===== config.mk =====
export PLATFORM = sky130hd
export DESIGN_NAME = two_stage_state_variable_bandpass_core
export DESIGN_NICKNAME = d
export VERILOG_FILES = /design/src/tssvb_pkg.sv /design/src/tssvb_mac.sv /design/src/two_stage_state_variable_bandpass_core.sv
export SDC_FILE = /design/constraint.sdc
export NUM_CORES = 2
export LEC_CHECK = 0
export ABC_AREA = 1
export BUFFER_PORTS_ARGS = -buffer_cell sky130_fd_sc_hd__clkbuf_2
export CAP_MARGIN = 30
export CORE_AREA = 2 2 352 354
export DETAILED_ROUTE_END_ITERATION = 8
export DIE_AREA = 0 0 354 356
export PLACE_DENSITY_LB_ADDON = 0.25
export SYNTH_ARGS = -nofsm -noshare
export SYNTH_HDL_FRONTEND = slang
export SYNTH_HIERARCHICAL = 1
export SYNTH_SLANG_ARGS = --single-unit

===== constraint.sdc =====
create_clock -name clk_i -period 10 [get_ports clk_i]
set_input_delay 2 -clock clk_i [delete_from_list [all_inputs] [get_ports clk_i]]
set_output_delay 2 -clock clk_i [all_outputs]
set_load 0.005 [all_outputs]

===== src/tssvb_pkg.sv =====
// Shared constants, widths and types for the two-stage state-variable band-pass core.
// No dependencies; imported by tssvb_mac and the top level.
package tssvb_pkg;

  localparam int SAMPLE_BITS = 16;
  localparam int STATE_BITS  = 48;
  localparam int COEF_BITS   = 32;
  localparam int FRAC_BITS   = 24;

  // state word is split into a low fraction part and a signed upper part
  localparam int HI_BITS   = STATE_BITS - FRAC_BITS;
  localparam int OPB_BITS  = (HI_BITS > FRAC_BITS) ? HI_BITS : FRAC_BITS + 1;
  localparam int PROD_BITS = COEF_BITS + OPB_BITS;
  localparam int TAIL_BITS = PROD_BITS - FRAC_BITS;

  localparam int REG_IDX_BITS = 2;
  localparam logic [REG_IDX_BITS-1:0] REG_DAMPING  = 2'd0;
  localparam logic [REG_IDX_BITS-1:0] REG_OMEGA_SQ = 2'd1;
  localparam logic [REG_IDX_BITS-1:0] REG_ATTEN    = 2'd2;

  typedef enum logic [2:0] {
    ST_IDLE,
    ST_LO,
    ST_HI,
    ST_ACC,
    ST_OUT
  } state_e;

  typedef enum logic [2:0] {
    OP_DAMP1,
    OP_OMEGA1,
    OP_DAMP2,
    OP_OMEGA2,
    OP_ATTEN
  } op_e;

  typedef struct packed {
    logic lo_en;
    logic hi_en;
  } mac_ctl_t;

endpackage


===== src/tssvb_mac.sv =====
// Shared multiply unit: coef * state over two passes (low fraction, then upper part).
// Depends on tssvb_pkg. acc_o = floor(coef * opnd / 2^FRAC_BITS), full width.
module tssvb_mac import tssvb_pkg::*; (
  input  logic                        clk_i,
  input  mac_ctl_t                    ctl_i,
  input  logic signed [COEF_BITS-1:0] coef_i,
  input  logic signed [STATE_BITS-1:0] opnd_i,
  output logic signed [PROD_BITS-1:0] acc_o
);

  logic signed [OPB_BITS-1:0]  b;
  logic signed [PROD_BITS-1:0] prod;
  logic signed [PROD_BITS-1:0] p_q;
  logic signed [TAIL_BITS-1:0] t_q;

  always_comb begin
    if (ctl_i.lo_en) begin
      b = signed'({{(OPB_BITS-FRAC_BITS){1'b0}}, opnd_i[FRAC_BITS-1:0]});
    end else begin
      b = OPB_BITS'(signed'(opnd_i[STATE_BITS-1:FRAC_BITS]));
    end
  end

  assign prod = coef_i * b;

  // low pass product is parked, shifted, while the upper product is formed
  always_ff @(posedge clk_i) begin
    if (ctl_i.lo_en) begin
      p_q <= prod;
    end
    if (ctl_i.hi_en) begin
      p_q <= prod;
      t_q <= p_q[PROD_BITS-1:FRAC_BITS];
    end
  end

  assign acc_o = p_q + PROD_BITS'(t_q);

endmodule


===== src/two_stage_state_variable_bandpass_core.sv =====
// Two cascaded state-variable sections; section two's high term, scaled, is the output.
// A new item is stalled until the previous one has left OUT; one shared multiplier forms all 10 partial products.
// Reset: async active low; coefficients and all four integrators clear to zero.
// Depends on tssvb_pkg and tssvb_mac.
module two_stage_state_variable_bandpass_core import tssvb_pkg::*; (
  input  logic                          clk_i,
  input  logic                          rst_ni,
  // configuration write port
  input  logic                          cfg_we_i,
  input  logic [REG_IDX_BITS-1:0]       cfg_index_i,
  input  logic [COEF_BITS-1:0]          cfg_data_i,
  // input channel
  input  logic                          in_valid_i,
  output logic                          in_stall_o,
  input  logic signed [SAMPLE_BITS-1:0] sample_in_i,
  // output channel
  output logic                          out_valid_o,
  input  logic                          out_stall_i,
  output logic signed [SAMPLE_BITS-1:0] sample_out_o,
  output logic                          clipped_o
);

  localparam logic signed [TAIL_BITS-1:0] R_MAX = TAIL_BITS'((1 << (SAMPLE_BITS - 1)) - 1);
  localparam logic signed [TAIL_BITS-1:0] R_MIN = ~R_MAX;

  // coefficients
  logic signed [COEF_BITS-1:0] damp_q, omega_q, atten_q;

  // integrators and scratch
  logic signed [STATE_BITS-1:0] low1_q, band1_q, low2_q, band2_q;
  logic signed [STATE_BITS-1:0] low1_d, band1_d, low2_d, band2_d;
  logic signed [STATE_BITS-1:0] x_q, h_q, h_d;

  // sequencer
  state_e state_q, state_d;
  op_e    op_q, op_d;

  // control outputs
  mac_ctl_t mac_ctl;
  logic     accept, acc_en, out_free, out_load;

  // shared unit
  logic signed [COEF_BITS-1:0]  coef_sel;
  logic signed [STATE_BITS-1:0] opnd_sel;
  logic signed [PROD_BITS-1:0]  acc;
  logic signed [STATE_BITS-1:0] m;

  // output formatting
  logic signed [TAIL_BITS-1:0]   r;
  logic signed [SAMPLE_BITS-1:0] sat;
  logic                          clip;

  logic                          out_valid_q;
  logic signed [SAMPLE_BITS-1:0] sample_out_q;
  logic                          clipped_q;

  // ---------------------------------------------------------------------------
  // Sequencer: each product takes LO, HI, ACC; the final scaling skips ACC
  // and goes to OUT, where the result waits for the output register.
  // ---------------------------------------------------------------------------
  assign out_free = !out_valid_q || !out_stall_i;

  always_comb begin
    state_d = state_q;
    op_d    = op_q;
    unique case (state_q)
      ST_IDLE: begin
        if (in_valid_i) begin
          state_d = ST_LO;
          op_d    = OP_DAMP1;
        end
      end
      ST_LO: state_d = ST_HI;
      ST_HI: begin
        state_d = (op_q == OP_ATTEN) ? ST_OUT : ST_ACC;
      end
      ST_ACC: begin
        state_d = ST_LO;
        op_d    = op_e'(op_q + 3'd1);
      end
      ST_OUT: begin
        if (out_free) begin
          state_d = ST_IDLE;
        end
      end
      default: state_d = ST_IDLE;
    endcase
  end

  always_comb begin
    in_stall_o    = (state_q != ST_IDLE);
    accept        = (state_q == ST_IDLE) && in_valid_i;
    mac_ctl.lo_en = (state_q == ST_LO);
    mac_ctl.hi_en = (state_q == ST_HI);
    acc_en        = (state_q == ST_ACC);
    out_load      = (state_q == ST_OUT) && out_free;
  end

  // ---------------------------------------------------------------------------
  // Operand selection for the shared multiplier
  // ---------------------------------------------------------------------------
  always_comb begin
    unique case (op_q)
      OP_DAMP1: begin
        coef_sel = damp_q;
        opnd_sel = band1_q;
      end
      OP_DAMP2: begin
        coef_sel = damp_q;
        opnd_sel = band2_q;
      end
      OP_OMEGA1, OP_OMEGA2: begin
        coef_sel = omega_q;
        opnd_sel = h_q;
      end
      OP_ATTEN: begin
        coef_sel = atten_q;
        opnd_sel = h_q;
      end
      default: begin
        coef_sel = damp_q;
        opnd_sel = h_q;
      end
    endcase
  end

  tssvb_mac u_mac (
    .clk_i  (clk_i),
    .ctl_i  (mac_ctl),
    .coef_i (coef_sel),
    .opnd_i (opnd_sel),
    .acc_o  (acc)
  );

  // low STATE_BITS of the floored product: the wrapped mulq term
  assign m = acc[STATE_BITS-1:0];

  // ---------------------------------------------------------------------------
  // Integrator updates, one per ACC step
  //   DAMP1 : high1 = x - d*band1 - low1
  //   OMEGA1: band1 += w*high1, low1 += band1
  //   DAMP2 : high2 = low1 - d*band2 - low2
  //   OMEGA2: band2 += w*high2, low2 += band2
  // h_q keeps high2 through the scaling pass.
  // ---------------------------------------------------------------------------
  always_comb begin
    h_d     = h_q;
    band1_d = band1_q;
    low1_d  = low1_q;
    band2_d = band2_q;
    low2_d  = low2_q;
    unique case (op_q)
      OP_DAMP1:  h_d = x_q - m - low1_q;
      OP_OMEGA1: begin
        band1_d = band1_q + m;
        low1_d  = low1_q + band1_q + m;
      end
      OP_DAMP2:  h_d = low1_q - m - low2_q;
      OP_OMEGA2: begin
        band2_d = band2_q + m;
        low2_d  = low2_q + band2_q + m;
      end
      OP_ATTEN:  h_d = h_q;
      default:   h_d = h_q;
    endcase
  end

  // ---------------------------------------------------------------------------
  // Output: floor(atten * high2 / 2^48), saturated to the sample range
  // ---------------------------------------------------------------------------
  assign r = acc[PROD_BITS-1:FRAC_BITS];

  always_comb begin
    priority if (r > R_MAX) begin
      sat  = R_MAX[SAMPLE_BITS-1:0];
      clip = 1'b1;
    end else if (r < R_MIN) begin
      sat  = R_MIN[SAMPLE_BITS-1:0];
      clip = 1'b1;
    end else begin
      sat  = r[SAMPLE_BITS-1:0];
      clip = 1'b0;
    end
  end

  // ---------------------------------------------------------------------------
  // Registers
  // ---------------------------------------------------------------------------
  always_ff @(posedge clk_i or negedge rst_ni) begin
    if (!rst_ni) begin
      state_q     <= ST_IDLE;
      op_q        <= OP_DAMP1;
      out_valid_q <= 1'b0;
      damp_q      <= '0;
      omega_q     <= '0;
      atten_q     <= '0;
      low1_q      <= '0;
      band1_q     <= '0;
      low2_q      <= '0;
      band2_q     <= '0;
    end else begin
      state_q <= state_d;
      op_q    <= op_d;
      if (out_load) begin
        out_valid_q <= 1'b1;
      end else if (!out_stall_i) begin
        out_valid_q <= 1'b0;
      end
      if (cfg_we_i) begin
        unique case (cfg_index_i)
          REG_DAMPING:  damp_q  <= cfg_data_i;
          REG_OMEGA_SQ: omega_q <= cfg_data_i;
          REG_ATTEN:    atten_q <= cfg_data_i;
          default: ;
        endcase
      end
      if (acc_en) begin
        low1_q  <= low1_d;
        band1_q <= band1_d;
        low2_q  <= low2_d;
        band2_q <= band2_d;
      end
    end
  end

  always_ff @(posedge clk_i) begin
    if (accept) begin
      x_q <= STATE_BITS'(signed'({sample_in_i, {FRAC_BITS{1'b0}}}));
    end
    if (acc_en) begin
      h_q <= h_d;
    end
    if (out_load) begin
      sample_out_q <= sat;
      clipped_q    <= clip;
    end
  end

  assign out_valid_o  = out_valid_q;
  assign sample_out_o = sample_out_q;
  assign clipped_o    = clipped_q;

endmodule

# After elaboration in Yosys (flattened, before gate mapping)
# Cells that the tools add are included.
[totals]
reg_bits = 466
input_bits = 55
out_inout_bits = 19
word_cells = 81
[op_classes]
addsub = 12
multipliers = 1
magnitude_cmp = 2
n_eq_ne = 13
muxes = 16
reduce_logical = 21
[op_table]
columns = ["operator", "count"]
rows = [
  ["$add A48 B48 Y48", 6],
  ["$pmux W48 S2", 2],
  ["$sub A48 B48 Y48", 3],
  ["$mux W57", 2],
  ["$pmux W32 S2", 1],
  ["$add A57 B33 Y57", 1],
  ["$mul A32 B25 Y57", 1],
  ["$sub A40 B48 Y48", 1],
  ["$gt A33 B16 Y1 const B", 1],
  ["$lt A33 B16 Y1 const B", 1],
  ["$mux W25", 1],
  ["$mux W16", 1],
  ["$reduce_and A2 Y1", 8],
  ["$pmux W3 S5", 1],
  ["$eq A3 B2 Y1 const B", 4],
  ["$mux W3", 4],
  ["$eq A3 B1 Y1 const B", 2],
  ["$eq A3 B3 Y1 const B", 2],
  ["$logic_not A3 Y1", 2],
  ["$pmux W3 S2", 1],
  ["$reduce_bool A2 Y1", 3],
  ["$ne A2 B2 Y1 const B", 2],
  ["$add A3 B1 Y3 const B", 1],
  ["$mux W1", 3],
  ["9 further kinds", 11],
]

# Depth between registers and ports, before layout
[depth]
depth_word = 6
ltp_mapped = 39
mapped_depth_nobuf = 37

# By module
# The synthesis kept the hierarchy.
[by_module_without_submodules]
columns = ["module", "instances", "cells_each", "area_per_inst_um2", "seq_area_each_um2"]
rows = [
  ["two_stage_state_variable_bandpass_core", 1, 7193, 43965.9, 9814.4],
  ["tssvb_mac", 1, 4850, 37267.0, 2702.6],
]

# Worst setup path after synthesis
# Ideal clock, no wire load.
[synth_path]
path_kind = "flip-flop to flip-flop"
from = "register op_q[0]"
to = "register u_mac.p_q[56], data pin"
setup_ns = 0.253
arrival_ns = 7.596
t_required_ns = 9.747
setup_slack_ns = 2.151
stages_incl_launch_ff = 34
n_path_buf = 3
period_less_slack_ns = 7.849
cell_sequence = "dfrtp_1 -> inv_1 -> ha_1 -> clkbuf_1 -> nand2_1 -> clkbuf_1 -> o221ai_1 -> or2_2 -> o21ai_2 -> buf_4 -> nor2_1 -> fa_1 -> fa_1 -> inv_1 -> fa_1 -> inv_1 -> fa_1 -> fa_1 -> fa_1 -> inv_1 -> fa_1 -> inv_1 -> ha_1 -> nand2_1 -> inv_1 -> nand2_1 -> nor3_1 -> nand2_1 -> nor2_1 -> nand2_2 -> inv_1 -> nor2_1 -> nand3_1 -> nand2_1"
[synth_via]
elab_chain_len = 6
word_cells_on_any_way = 12
cone_classes = "mul (1); eq/ne (4); mux (5); reduce/logical (2)"
[synth_lines]
columns = ["item", "line_no", "source"]
rows = [
  ["start: declaration", "two_stage_state_variable_bandpass_core.sv:36", "op_e op_q, op_d;"],
  ["start signal: assignment", "two_stage_state_variable_bandpass_core.sv:203", "op_q <= op_d;"],
  ["$eq A3 B2 Y1 or $logic_not A3 Y1 (tied branches)", "two_stage_state_variable_bandpass_core.sv:103", "unique case (op_q)"],
  ["$pmux W48 S2 (*)", "two_stage_state_variable_bandpass_core.sv:103", ""],
  ["named net opnd_sel[1]", "two_stage_state_variable_bandpass_core.sv:44", "logic signed [STATE_BITS-1:0] opnd_sel;"],
  ["$mux W25 (*)", "tssvb_mac.sv:17", "if (ctl_i.lo_en) begin"],
  ["$mul A32 B25 Y57 (*)", "tssvb_mac.sv:24", "assign prod = coef_i * b;"],
  ["named net u_mac.prod[56]", "tssvb_mac.sv:12", "logic signed [PROD_BITS-1:0] prod;"],
  ["$mux W57", "tssvb_mac.sv:28", "if (ctl_i.lo_en) begin"],
  ["$mux W57 (*)", "tssvb_mac.sv:31", "if (ctl_i.hi_en) begin"],
  ["end signal: assignment", "tssvb_mac.sv:29", "p_q <= prod;"],
  ["end signal: assignment", "tssvb_mac.sv:32", "p_q <= prod;"],
  ["end: declaration", "tssvb_mac.sv:13", "logic signed [PROD_BITS-1:0] p_q;"],
]
# The timed path passes the listed nets; every way through them passes the cells marked *. The select of a mux whose other input is x is not followed.
# A chain may end at the register's enable or synchronous reset.

# Worst setup path after layout
[layout_path]
from = "register op_q[0]"
to = "register u_mac.p_q[41], data pin"
# Same word-level chain as after synthesis.

==> flow_summary.toml <==
[die]
rows = 129
start_util_pct = 66.22
ios = 74
die_area_mm2 = 0.1260
die_w_um = 354
dieHeight_um = 356
core_area_mm2 = 0.1227

[logic_synthesis]
ys_types = 57
synth-simple-area-share_pct = 30.83
synth_common_cells = "4000 x nand2_1, 2768 x inv_1, 1035 x nor2_1"
yosys_warnings = 6
syn_nets = 13610
synth_compound_area_share_pct = 5.087
synth_xor_area_share_pct = 1.887
seq_area_frac_synth_pct = 15.41
yosysMostFrequentCell = "nand2_1"
ys_ff_latch = 466
netlist.area_leader.share_pct = 24.37
synthTopCellsByArea = "fa_1 24%, nand2_1 18%, inv_1 13%"
synthAdderAreaFrac_pct = 32.40
synth_area_leader_cell = "fa_1"
synth_top_family_by_area = "adder cells"
synth_mux_area_share_pct = 0.02618
synth_area_mm2 = 0.08123
synth_edf_count = 171
synth.avg_cell_area_um2 = 6.745
syn_inst = 12040
ys_async_sr_fraction_pct = 63.30
synthFlopType = "dfrtp_1"

[routing]
totalWireLength_um = 330300
routedWlPerCell_um = 23.99
ant_nets = 0
vias = 81670
first_iter_violations = 11220
dr.pass1.iters = 9
vias_per_cell = 5.931
drcViolationCount = 93

[global_route]
grt_overflow_total = 0
grt_start_max_net_pins = 135
grt_antenna_before_repair = 11
grt_usage_pct = 52.84
grt_pass1_wl_um = 493300
grt_pass1_vias = 81100

[cts]
root_buffer = "clkbuf_16"
cts_resized = 0
clock_latency_ns = 0.76
postCtsSetupBuffers = 0
htreeDepth = 2
cts_buffers = 59
cts_tree = "yes"
postCtsHoldBufs = 0
clkTransAtPathRegs_ns = 0.07
clockBufferDepth = 3
cts_num_sinks = 466

[critical_path]
cpMostUsedCell = "fa_1"
critPathSlowestCell = "o21ai_4"
cp.arrival_ns = 10.18
crit_cells = 27
cp_slowest_stage_delay_ns = 0.82
crit_fanout = 39
reg2reg_depth = 27
critPathKind = "reg2reg"
worst-path-buf-inv = 4
cpLargestDelayFamily = "adder cells"
r2r-start = "op_q[0]"
r2r_slack_ns = 0.29
worstPathRequired_ns = 10.47
rr_endpoint = "u_mac/p_q[41]"
cp-end-kind = "flop"
start_kind = "flop"

[hold_path]
hp-start = "u_mac/p_q[35]"
hold_class = "reg2reg"
hold-path-cell-count = 0
hold_end = "u_mac/t_q[11]"

[timing]
max_freq_ghz = 0.1029
finalSetupViolCount = 0
slew_viol_final = 0
fin_skew_ns = 0.06527
period_share_pct = 97.14
rsz0062_at_grt = "no"
tns_ns = 0
finalHoldViolCount = 0
worst_pin_slew_ns = 1.097
slew_headroom_pct = 26.87
min_period_ns = 9.714

[finish]
drive_gt1_share_pct = 5.162
nets = 13640
area_delta_synth_final_pct = 5.630
layout.cells.non_filler = 13770

[place]
gp_congestion = 1.178
hpwl_um = 266000
portBuffers = 73
dp.cells = 13650

[job]
max-cap-violations = 0

[status]
failed_checks = "design-rule violations"
outcome = "complete, but fails checks"
-- metrics by stage --
step	setup slack (ns)	util [%]	hold slack, ns	instance area [um^2]
final	0.2856	69.95	0.4741	85810
after global routing	0.02548	69.94	0.4812	85790
after CTS	0.6462	69.91	0.4718	85760
after detailed placement	0.6601	68.23	0.4550	83700
after global placement	0.9595	68.13	0.4576	83580
after floorplan	2.151	-	0.4334	81230
-- placed cells by master (no fill, tap or decap), types with 14 or more instances in the layout --
cell type / instances
nand2_1: 3997
inv_1: 2768
nor2_1: 1033
fa_1: 988
nand3_1: 582
ha_1: 521
a21oi_1: 316
dfrtp_1: 295
o21ai_0: 273
edfxtp_1: 171
buf_4: 125
xnor2_1: 96
nand4_1: 95
nor2_2: 87
xor2_1: 78
clkbuf_2: 72
clkbuf_16: 61
or2_2: 52
nand2_2: 45
o21ai_1: 44
o21bai_1: 41
inv_2: 39
nand3_2: 39
nor3_1: 36
nand3b_1: 35
a22oi_1: 32
nor4_1: 24
nor3_2: 20
or2_1: 14
-- kinds of logic (layout without fill, tap and decap cells) --
logic type / after synthesis / in the layout
AO/OA/AOI/OAI: 757 / 757
XOR/XNOR: 175 / 175
buffers and inverters: 3043 / 3126
AND/OR/NAND/NOR: 6090 / 6090
multiplexers: 2 / 2
other: 0 / 6
adder cells (fa/ha/maj): 1510 / 1510
flip-flops: 466 / 466
-- how the worst max path moves through the flow --
| stage | startpoint | end | slack (ns) |
|---|---|---|---|
| after floorplan | op_q[0] | u_mac/p_q[56] | 2.15 |
| after global placement | op_q[0] | u_mac/p_q[27] | 0.96 |
| after detailed placement | op_q[0] | u_mac/p_q[41] | 0.66 |
| after CTS | op_q[0] | u_mac/p_q[41] | 0.65 |
| after global routing | op_q[0] | u_mac/p_q[41] | 0.03 |
| final | op_q[0] | u_mac/p_q[41] | 0.29 |
-- flip-flops by register name (all words and copies together) (netlist names) --
name and flops:
out_valid_o 1, sample_out_o 16, band1_q 48, omega_q 32, h_q 48, op_q 3, clipped_o 1, u_mac/t_q 33
u_mac/p_q 57, band2_q 48, damp_q 32, x_q 16, low2_q 48, atten_q 32, state_q 3, low1_q 48
-- per-layer routing --
metal	vias up	routed length [um]	global-route usage [%]
met3	2001	44390	17.53
li1	35990	-	-
met1	37660	111300	61.91
met2	6003	134000	76.39
met4	8	40480	49.38
met5	-	92	0.4151
-- layout make-up --
| class | instances | area, um^2 |
|---|---|---|
| Antenna cell | 6 | 15.01 |
| Clock buffer | 73 | 1632 |
| Clock inverter | 37 | 431.7 |
| Fill cell | 10250 | 36860 |
| Inverter | 2810 | 10550 |
| Multi-Input combinational cell | 8534 | 57130 |
| Sequential cell | 466 | 12520 |
| Tap cell | 1637 | 2048 |
| Timing Repair Buffer | 206 | 1484 |
Power is not shown: default switching activity piles up to over one toggle a cycle in this logic, so the estimate is an artifact.
